$ cat src/rtl/rti_pkg.sv
// Shared types, constants and width helpers for the rank table.
package rti_pkg;

  localparam int OP_W          = 3;
  localparam int COUNT_W       = 7;
  localparam int RANK_W        = 7;
  localparam int SLOT_W        = 6;
  localparam int SIZE_W        = 7;
  localparam int MAX_NODES_DEF = 64;
  // cells whose match flags are folded together in the gather cycle
  localparam int GRP_SIZE      = 8;

  typedef enum logic [OP_W-1:0] {
    OP_INIT   = 3'd0,
    OP_ATTACH = 3'd1,
    OP_DETACH = 3'd2,
    OP_TAKE   = 3'd3,
    OP_FIND   = 3'd4
  } op_t;

  typedef struct packed {
    logic [OP_W-1:0]    op;
    logic [COUNT_W-1:0] count;
    logic [RANK_W-1:0]  rank;
    logic [SLOT_W-1:0]  slot;
  } in_t;

  typedef struct packed {
    logic              ok;
    logic [SLOT_W-1:0] slot_out;
    logic [RANK_W-1:0] rank_out;
    logic [SIZE_W-1:0] size_out;
  } out_t;

  // broadcast from the control to every cell
  typedef struct packed {
    logic               load;
    logic               apply;
    logic [OP_W-1:0]    op;
    logic [COUNT_W-1:0] count;
    logic [RANK_W-1:0]  rank;
    logic [SLOT_W-1:0]  slot;
  } cell_ctl_t;

  // width of a stored rank or of the live count
  function automatic int rank_w(input int n);
    int w;
    w = $clog2(n + 1);
    return (w > RANK_W) ? w : RANK_W;
  endfunction

  // width of a slot index, wide enough for the slot field as well
  function automatic int sel_w(input int n);
    int w;
    w = $clog2(n);
    return (w > SLOT_W) ? w : SLOT_W;
  endfunction

endpackage

$ cat src/rtl/rti_cell.sv
// One slot of the rank table: holds a rank, adjusts it and takes its neighbour's on removal.
module rti_cell import rti_pkg::*; #(
  parameter int MAX_NODES = MAX_NODES_DEF,
  parameter int IDX       = 0
) (
  input  logic                           clk,
  input  logic                           rst_n,
  input  cell_ctl_t                      ctl,
  input  logic [rank_w(MAX_NODES)-1:0]   live,
  input  logic [$clog2(MAX_NODES)-1:0]   at,
  input  logic [rank_w(MAX_NODES)-1:0]   nbr,
  output logic [rank_w(MAX_NODES)-1:0]   tbl,
  output logic                           hit,
  output logic [rank_w(MAX_NODES)-1:0]   rd
);

  localparam int RW = rank_w(MAX_NODES);
  localparam int IW = $clog2(MAX_NODES);
  localparam int XW = sel_w(MAX_NODES);

  logic [RW-1:0] tbl_r;
  logic [RW-1:0] tbl_nxt;
  logic          hit_r;
  logic          sel_r;

  always_comb begin
    logic [RW-1:0] rk;
    logic [RW-1:0] myi;
    logic [RW-1:0] v;
    rk      = RW'(ctl.rank);
    myi     = RW'(IDX);
    v       = tbl_r;
    tbl_nxt = tbl_r;
    case (ctl.op)
      OP_INIT: begin
        tbl_nxt = (myi < RW'(ctl.count)) ? myi + RW'(1) : '0;
      end
      OP_ATTACH: begin
        // free slots hold zero, so only occupied ranks move up
        if (myi == live) begin
          tbl_nxt = rk;
        end else if (tbl_r >= rk) begin
          tbl_nxt = tbl_r + RW'(1);
        end
      end
      OP_DETACH: begin
        if (myi + RW'(1) == live) begin
          v = '0;
        end else if ((myi + RW'(1) < live) && (IW'(IDX) >= at)) begin
          v = nbr;
        end
        if (v > rk) begin
          v = v - RW'(1);
        end
        tbl_nxt = v;
      end
      default: begin
        tbl_nxt = tbl_r;
      end
    endcase
  end

  always_ff @(posedge clk) begin
    if (!rst_n) begin
      tbl_r <= '0;
    end else if (ctl.apply) begin
      tbl_r <= tbl_nxt;
    end
  end

  // match flags taken on the transfer cycle
  always_ff @(posedge clk) begin
    if (ctl.load) begin
      hit_r <= (tbl_r == RW'(ctl.rank));
      sel_r <= (XW'(ctl.slot) == XW'(IDX));
    end
  end

  assign tbl = tbl_r;
  assign hit = hit_r;
  assign rd  = sel_r ? tbl_r : '0;

endmodule

$ cat src/rtl/rank_table_insert_delete.sv
// Rank table top level: control, gather stage and the row of slot cells.
//
// Input channel in_valid/in_ready/in_data carries one operation (init, attach,
// detach, take, find); output channel out_valid/out_ready/out_data returns one
// result per operation, in order.
// Each operation passes through the transfer cycle, where every cell compares
// its rank and slot index with the operands; a gather cycle, where the match
// flags are folded in groups of eight cells into registers; and an apply
// cycle, where the matched slot is formed, every cell adjusts or shifts its rank
// in parallel and the result is written to the output register. A new operation
// is taken only in the idle state, once the previous one has left its apply cycle.
// The output register lets a result wait while the next operation runs; if it
// is still held when that operation reaches its apply cycle, the block waits
// there with the table untouched until the receiver takes the result.
// Reset (rst_n low, synchronous) empties the table, clears every slot to zero
// and drops out_valid; the block takes operations in the cycle after.
module rank_table_insert_delete import rti_pkg::*; #(
  parameter int MAX_NODES = MAX_NODES_DEF
) (
  input  logic clk,
  input  logic rst_n,
  input  logic in_valid,
  output logic in_ready,
  input  in_t  in_data,
  output logic out_valid,
  input  logic out_ready,
  output out_t out_data
);

  localparam int RW   = rank_w(MAX_NODES);
  localparam int IW   = $clog2(MAX_NODES);
  localparam int XW   = sel_w(MAX_NODES);
  localparam int NGRP = (MAX_NODES + GRP_SIZE - 1) / GRP_SIZE;

  typedef enum logic [1:0] {S_IDLE, S_GATHER, S_APPLY} state_t;

  state_t        state_r;
  logic          out_valid_r;
  out_t          out_data_r;
  logic [RW-1:0] live_r;
  in_t           cmd_r;
  logic          okpre_r;

  logic          okpre;
  logic          finish;
  logic          ok;
  logic [RW-1:0] live_nxt;
  out_t          res;
  cell_ctl_t     ctl;

  logic [RW-1:0] tbl  [MAX_NODES];
  logic [RW-1:0] rd   [MAX_NODES];
  logic          hit  [MAX_NODES];

  logic [IW-1:0] at_grp_r  [NGRP];
  logic [RW-1:0] rd_grp_r  [NGRP];
  logic          fnd_grp_r [NGRP];
  logic [IW-1:0] at_grp    [NGRP];
  logic [RW-1:0] rd_grp    [NGRP];
  logic          fnd_grp   [NGRP];

  logic [IW-1:0] at_c;
  logic [RW-1:0] rd_c;
  logic          found_c;

  assign in_ready = (state_r == S_IDLE);
  assign finish   = (state_r == S_APPLY) && (!out_valid_r || out_ready);

  // operand range checks against the current size
  always_comb begin
    logic [RW-1:0] rk;
    logic [RW-1:0] cnt;
    logic [RW-1:0] sl;
    rk  = RW'(in_data.rank);
    cnt = RW'(in_data.count);
    sl  = RW'(in_data.slot);
    case (in_data.op)
      OP_INIT:   okpre = (cnt <= RW'(MAX_NODES));
      OP_ATTACH: okpre = (live_r < RW'(MAX_NODES)) && (rk != '0) && (rk - RW'(1) <= live_r);
      OP_DETACH: okpre = (live_r != '0) && (rk != '0) && (rk <= live_r);
      OP_TAKE:   okpre = (sl < live_r);
      OP_FIND:   okpre = (rk != '0) && (rk <= live_r);
      default:   okpre = 1'b0;
    endcase
  end

  always_comb begin
    ctl.load  = in_valid && in_ready;
    ctl.apply = finish && ok;
    if (state_r == S_IDLE) begin
      ctl.op    = in_data.op;
      ctl.count = in_data.count;
      ctl.rank  = in_data.rank;
      ctl.slot  = in_data.slot;
    end else begin
      ctl.op    = cmd_r.op;
      ctl.count = cmd_r.count;
      ctl.rank  = cmd_r.rank;
      ctl.slot  = cmd_r.slot;
    end
  end

  for (genvar i = 0; i < MAX_NODES; i++) begin : g_cell
    logic [RW-1:0] nbr;
    if (i == MAX_NODES - 1) begin : g_last
      assign nbr = '0;
    end else begin : g_mid
      assign nbr = tbl[i+1];
    end
    rti_cell #(
      .MAX_NODES(MAX_NODES),
      .IDX      (i)
    ) u_cell (
      .clk  (clk),
      .rst_n(rst_n),
      .ctl  (ctl),
      .live (live_r),
      .at   (at_c),
      .nbr  (nbr),
      .tbl  (tbl[i]),
      .hit  (hit[i]),
      .rd   (rd[i])
    );
  end

  // fold match flags group by group
  always_comb begin
    for (int g = 0; g < NGRP; g++) begin
      at_grp[g]  = '0;
      rd_grp[g]  = '0;
      fnd_grp[g] = 1'b0;
      for (int k = 0; k < GRP_SIZE; k++) begin
        if (g * GRP_SIZE + k < MAX_NODES) begin
          if (hit[g*GRP_SIZE+k]) begin
            at_grp[g] = at_grp[g] | IW'(g * GRP_SIZE + k);
          end
          fnd_grp[g] = fnd_grp[g] | hit[g*GRP_SIZE+k];
          rd_grp[g]  = rd_grp[g] | rd[g*GRP_SIZE+k];
        end
      end
    end
  end

  always_ff @(posedge clk) begin
    if (state_r == S_GATHER) begin
      for (int g = 0; g < NGRP; g++) begin
        at_grp_r[g]  <= at_grp[g];
        rd_grp_r[g]  <= rd_grp[g];
        fnd_grp_r[g] <= fnd_grp[g];
      end
    end
  end

  // ranks are a permutation, so at most one occupied cell matches
  always_comb begin
    at_c    = '0;
    rd_c    = '0;
    found_c = 1'b0;
    for (int g = 0; g < NGRP; g++) begin
      at_c    = at_c | at_grp_r[g];
      rd_c    = rd_c | rd_grp_r[g];
      found_c = found_c | fnd_grp_r[g];
    end
  end

  always_comb begin
    logic [XW-1:0] at_x;
    at_x     = XW'(at_c);
    live_nxt = live_r;
    res      = '0;
    case (cmd_r.op)
      OP_DETACH, OP_FIND: ok = okpre_r && found_c;
      default:            ok = okpre_r;
    endcase
    if (ok) begin
      case (cmd_r.op)
        OP_INIT:   live_nxt = RW'(cmd_r.count);
        OP_ATTACH: live_nxt = live_r + RW'(1);
        OP_DETACH: live_nxt = live_r - RW'(1);
        default:   live_nxt = live_r;
      endcase
      case (cmd_r.op)
        OP_DETACH, OP_FIND: res.slot_out = at_x[SLOT_W-1:0];
        OP_TAKE:            res.rank_out = rd_c[RANK_W-1:0];
        default:            res.slot_out = '0;
      endcase
    end
    res.ok       = ok;
    res.size_out = live_nxt[SIZE_W-1:0];
  end

  always_ff @(posedge clk) begin
    if (state_r == S_IDLE) begin
      cmd_r   <= in_data;
      okpre_r <= okpre;
    end
  end

  always_ff @(posedge clk) begin
    if (!rst_n) begin
      state_r     <= S_IDLE;
      out_valid_r <= 1'b0;
      live_r      <= '0;
    end else begin
      case (state_r)
        S_IDLE: begin
          if (in_valid) begin
            state_r <= S_GATHER;
          end
        end
        S_GATHER: begin
          state_r <= S_APPLY;
        end
        S_APPLY: begin
          if (finish) begin
            out_data_r  <= res;
            live_r      <= live_nxt;
            state_r     <= S_IDLE;
          end
        end
        default: begin
          state_r <= S_IDLE;
        end
      endcase
      if (finish) begin
        out_valid_r <= 1'b1;
      end else if (out_ready) begin
        out_valid_r <= 1'b0;
      end
    end
  end

  assign out_valid = out_valid_r;
  assign out_data  = out_data_r;

endmodule

$ cat config.mk
export PLATFORM = sky130hd
export DESIGN_NAME = rank_table_insert_delete
export DESIGN_NICKNAME = d
export VERILOG_FILES = /design/src/rtl/rti_pkg.sv /design/src/rtl/rti_cell.sv /design/src/rtl/rank_table_insert_delete.sv
export SDC_FILE = /design/constraint.sdc
export NUM_CORES = 2
export LEC_CHECK = 0
export BUFFER_PORTS_ARGS = -buffer_cell sky130_fd_sc_hd__buf_2
export CAP_MARGIN = 20
export CORE_UTILIZATION = 40
export DETAILED_ROUTE_END_ITERATION = 7
export SYNTH_ARGS = -nofsm -noshare
export SYNTH_HDL_FRONTEND = slang
export SYNTH_SLANG_ARGS = --single-unit
$ cat constraint.sdc
create_clock -name clk -period 22.5 [get_ports clk]
set_input_delay 1.125 -clock clk [delete_from_list [all_inputs] [get_ports clk]]
set_output_delay 1.125 -clock clk [all_outputs]
set_load 0.1 [all_outputs]
==> impl_summary.txt <==
----------------------------------------------------
[Power and ir drop]
  Combinational share of power ... 0.237
  Reported net switching power ... 1.54 mW
  Total power ... 4.20 mW
  Peak VDD IR ... 57.9 uV
  Switching Share ... 0.367
  Proportion of power drawn by flip-flops and latches ... 0.349
  Internal power consumption ... 2.66 mW
  Static leakage power ... 35.2 nW
  Clk network pwr share ... 0.415
  Areal power density over the cells ... 48.1 nW/um^2

[Routing]
  Initial DRC Count ... 11900
  Ratio of routed vias to standard cells ... 6.75
  Detail Route Antenna Nets ... 0
  Detailed-route wire length ... 385 mm
  Drt first pass iters ... 8
  Routed WL per cell ... 29.6 um
  Residual DRC count ... 1
  Vias ... 87800

[Clocking]
  Number of buffers added by the clock tree synthesis step ... 100
  Register clock-pin slew on the reported worst setup and hold paths ... 0.07 ns
  Count of H-tree levels built during CTS ... 3
  Clock sink total ... 726
  Postcts setup bufs ... 0
  Number of cells upsized or downsized after cts ... 0
  Count of hold buffers inserted by post-cts repair ... 0
  Clk root buf ... sky130_fd_sc_hd__clkbuf_16
  Buffer depth of the longest clock path ... 3
  Clock latency at the later pin of the worst-skew pair ... 0.80 ns
  CTS tree ... done

[Synth]
  Synthesized instance count ... 10500
  Async set-reset flop share out of synthesis ... 0
  Synth Cell Area ... 80800 um^2
  Share of the yosys chip area belonging to registers ... 0.210
  Total number of yosys warnings ... 0
  Top_reg_cell synth ... sky130_fd_sc_hd__dfxtp_1
  Syn nets ... 11500
  Cell variety after synth ... 129
  Synthesized area per cell ... 7.69 um^2
  Count of flip-flops with a built-in enable after synthesis ... 245
  Yosys reg bits ... 726

[Cells and area]
  Area overhead of the layout relative to synthesis ... 7.91%
  Count of fill cells added during filler insertion ... 20000
  Most used cells in the layout excluding fill and tap cells ... 1050 x sky130_fd_sc_hd__nor2_1, 933 x sky130_fd_sc_hd__ha_1, 883 x sky130_fd_sc_hd__o21ai_0
  Total Nets Final ... 11200
  Share of layout cells above drive strength 1 ... 0.0651
  Most common cell after layout, fill and taps aside ... sky130_fd_sc_hd__nor2_1

[STA]
  Maximum clock rate ... 141 MHz
  Final setup skew ... 0.0514 ns
  RSZ-0062 raised after global routing ... false
  Time the final worst path needs with I/O delays and setup ... 7.09 ns
  Part of the cycle the worst path needs ... 0.315
  Worst Tran Pin Value ... 1.36 ns
  Final Max Slew Viols ... 0
  Final TNS setup ... 0 ns
  Max-Slew Margin vs Limit ... 0.0823
  Hold Fails Final Rpt ... 0
  Final setup fails ... 0

[Status]
  Status ... finished with violations
  Violated checks ... DRC

[Worst setup path]
  Worst Path Class, Setup ... reg2reg
  Worst R2R Path Depth ... 18
  Crit. End Element ... flop
  Category of the worst setup path launch point ... flop
  Start of the worst register-to-register path ... live_r[1]
  Worst EP required ... 23.22 ns
  End of the worst register-to-register path ... g_cell[5].u_cell.tbl[6]
  Critical path arrival ... 7.82 ns
  Flop-to-flop setup slack ... 15.41 ns
  Worst-path maximum fanout ... 21

[Hold path]
  Hold EP ... cmd_r[0]
  Worst hold path stage count ... 2
  Class of the tightest hold or removal check ... reg2reg
  Hold path startpoint ... cmd_r[0]

[Floorplan]
  Core Region ... 200000 um^2
  Number of rows in the core area ... 164
  # IOs ... 50
  Die extent in x ... 452 um
  Initial core utilization ... 0.404
  Die outline area ... 204000 um^2
  Die Height ... 452 um

[Placed design]
  Port-buffer cells ... 49
  Final weighted congestion in routability-driven placement ... 1.04
  Detailed Place HPWL ... 267 mm

[Global route]
  Total global-route track usage ... 0.362
  Global-route wire length before repair ... 557 mm
  Antenna violations before repair ... 24
  Final global-route overflow total ... 0
  Number of global-route vias before repair ... 80800
  Largest net degree at the start of global routing ... 164

[Run]
  Max-cap check violation count ... 0

----------------------------------------------------
==> synthesized netlist by cell type, types with 35 or more instances <==
library cell	number	area, um^2
sky130_fd_sc_hd__a211oi_1	177	1330
sky130_fd_sc_hd__a21o_1	93	698
sky130_fd_sc_hd__a21oi_1	753	3770
sky130_fd_sc_hd__a221oi_1	66	578
sky130_fd_sc_hd__a22oi_1	248	1860
sky130_fd_sc_hd__a31oi_1	153	957
sky130_fd_sc_hd__and2_1	60	375
sky130_fd_sc_hd__and3_1	130	813
sky130_fd_sc_hd__buf_2	40	200
sky130_fd_sc_hd__clkbuf_1	558	2090
sky130_fd_sc_hd__dfxtp_1	481	9630
sky130_fd_sc_hd__edfxtp_1	245	7360
sky130_fd_sc_hd__ha_1	933	11700
sky130_fd_sc_hd__inv_1	300	1130
sky130_fd_sc_hd__mux2_2	35	394
sky130_fd_sc_hd__mux2i_1	363	3630
sky130_fd_sc_hd__nand2_1	798	3000
sky130_fd_sc_hd__nand2b_1	92	576
sky130_fd_sc_hd__nand3_1	491	2460
sky130_fd_sc_hd__nand4_1	203	1270
sky130_fd_sc_hd__nor2_1	1054	3960
sky130_fd_sc_hd__nor2b_1	171	1070
sky130_fd_sc_hd__nor3_1	164	821
sky130_fd_sc_hd__nor4_1	118	738
sky130_fd_sc_hd__o211a_1	38	380
sky130_fd_sc_hd__o211ai_1	172	1290
sky130_fd_sc_hd__o21a_1	182	1370
sky130_fd_sc_hd__o21ai_0	885	4430
sky130_fd_sc_hd__o221ai_1	47	412
sky130_fd_sc_hd__o22ai_1	57	357
sky130_fd_sc_hd__or2_2	68	425
sky130_fd_sc_hd__or3_1	38	238
sky130_fd_sc_hd__or4_1	59	443
sky130_fd_sc_hd__xnor2_1	402	3520
sky130_fd_sc_hd__xor2_1	252	2210
==> logic make-up (layout without fill, tap and decap cells) <==
group,count (synthesis),in the layout,share of synthesized area
muxes,404,404,0.0509
adders and majority gates,948,948,0.146
other,0,21,0
and+or+nand+nor,3612,3612,0.220
DFF,726,726,0.210
buffers and inverters,946,746,0.0449
AOI/OAI and AO/OA,3226,3226,0.257
xor gates and xnor gates,654,654,0.0709
==> worst max-delay path, stage by stage (launching register included) <==
cell                        delay, ns
sky130_fd_sc_hd__dfxtp_1         0.71
sky130_fd_sc_hd__buf_4           0.43
sky130_fd_sc_hd__ha_1            0.80
sky130_fd_sc_hd__nand3b_1        0.97
sky130_fd_sc_hd__nor2_1          1.04
sky130_fd_sc_hd__or2_2           0.26
sky130_fd_sc_hd__inv_1           0.07
sky130_fd_sc_hd__ha_1            0.29
sky130_fd_sc_hd__nor2b_1         0.14
sky130_fd_sc_hd__o211ai_1        0.10
sky130_fd_sc_hd__a21boi_0        0.39
sky130_fd_sc_hd__a311oi_1        0.10
sky130_fd_sc_hd__a2111oi_0       0.40
sky130_fd_sc_hd__a311o_1         0.32
sky130_fd_sc_hd__nor3b_2         0.32
sky130_fd_sc_hd__nand3_1         0.13
sky130_fd_sc_hd__xor2_1          0.16
sky130_fd_sc_hd__o221ai_1        0.18
sky130_fd_sc_hd__o211a_1         0.18
==> metrics by stage <==
step | instances | cell area [um^2] | utilization | hold slack [ns] | setup slack [ns]
finish | 13000 | 87200 | 0.435 | 0.536 | 15.41
detailed placement | 12800 | 83700 | 0.418 | 0.512 | 15.53
global placement | 12800 | 83700 | 0.418 | 0.501 | 15.59
global route | 13000 | 87200 | 0.435 | 0.579 | 15.44
floorplan | 10500 | 80800 | - | 0.481 | 12.94
CTS | 13000 | 87100 | 0.435 | 0.527 | 15.79
==> power by group through the flow <==
stage | sequential, mW | clock [mW] | combinational (mW)
global placement | 1.49 | 0 | 0.916
detailed placement | 1.49 | 0 | 0.943
CTS | 1.46 | 1.74 | 0.946
global route | 1.46 | 1.78 | 1.04
finish | 1.46 | 1.74 | 0.994
floorplan | 1.46 | 0 | 0.558
==> sequential cells by signal, indices dropped and copies added (netlist names), 2 cells and up <==
register             count
g_cell.u_cell.tbl      448
g_cell.u_cell.hit       64
g_cell.u_cell.sel_r     64
rd_grp_r                56
at_grp_r                31
cmd_r                   23
out_data                21
fnd_grp_r                8
live_r                   7
state_r                  2
==> area by class of cell <==
class	count	area, um^2	area share
diodes	21	52.6	0.000603
clock buffers	132	2780	0.0318
clock inverters	57	599	0.00687
inverters	307	1180	0.0135
multi-input cells	8844	60400	0.693
flip-flops and latches	726	17000	0.195
well taps	2656	3320	0.0381
repair buffers	250	1880	0.0215
==> layer usage <==
layer / vias to the layer above / GRT usage / share of wire
met3: 1316 / 0.0929 / 0.12
met2: 5611 / 0.528 / 0.41
li1: 38700 / - / -
met5: - / 0.00163 / 0.00095
met1: 42100 / 0.461 / 0.39
met4: 25 / 0.256 / 0.080
==> worst max-delay path by stage <==
stage               startpoint  slack [ns]  cells after the start                        to
global placement    in_data[7]       15.59                     19  g_cell[25].u_cell.tbl[3]
global route         live_r[1]       15.44                     18   g_cell[5].u_cell.tbl[6]
finish               live_r[1]       15.41                     18   g_cell[5].u_cell.tbl[6]
detailed placement  in_data[7]       15.53                     19   g_cell[8].u_cell.tbl[6]
CTS                  live_r[1]       15.79                     18   g_cell[5].u_cell.tbl[6]
floorplan           state_r[1]       12.94                     17  g_cell[27].u_cell.tbl[4]
No activity file was read; power rests on OpenSTA's default activity.
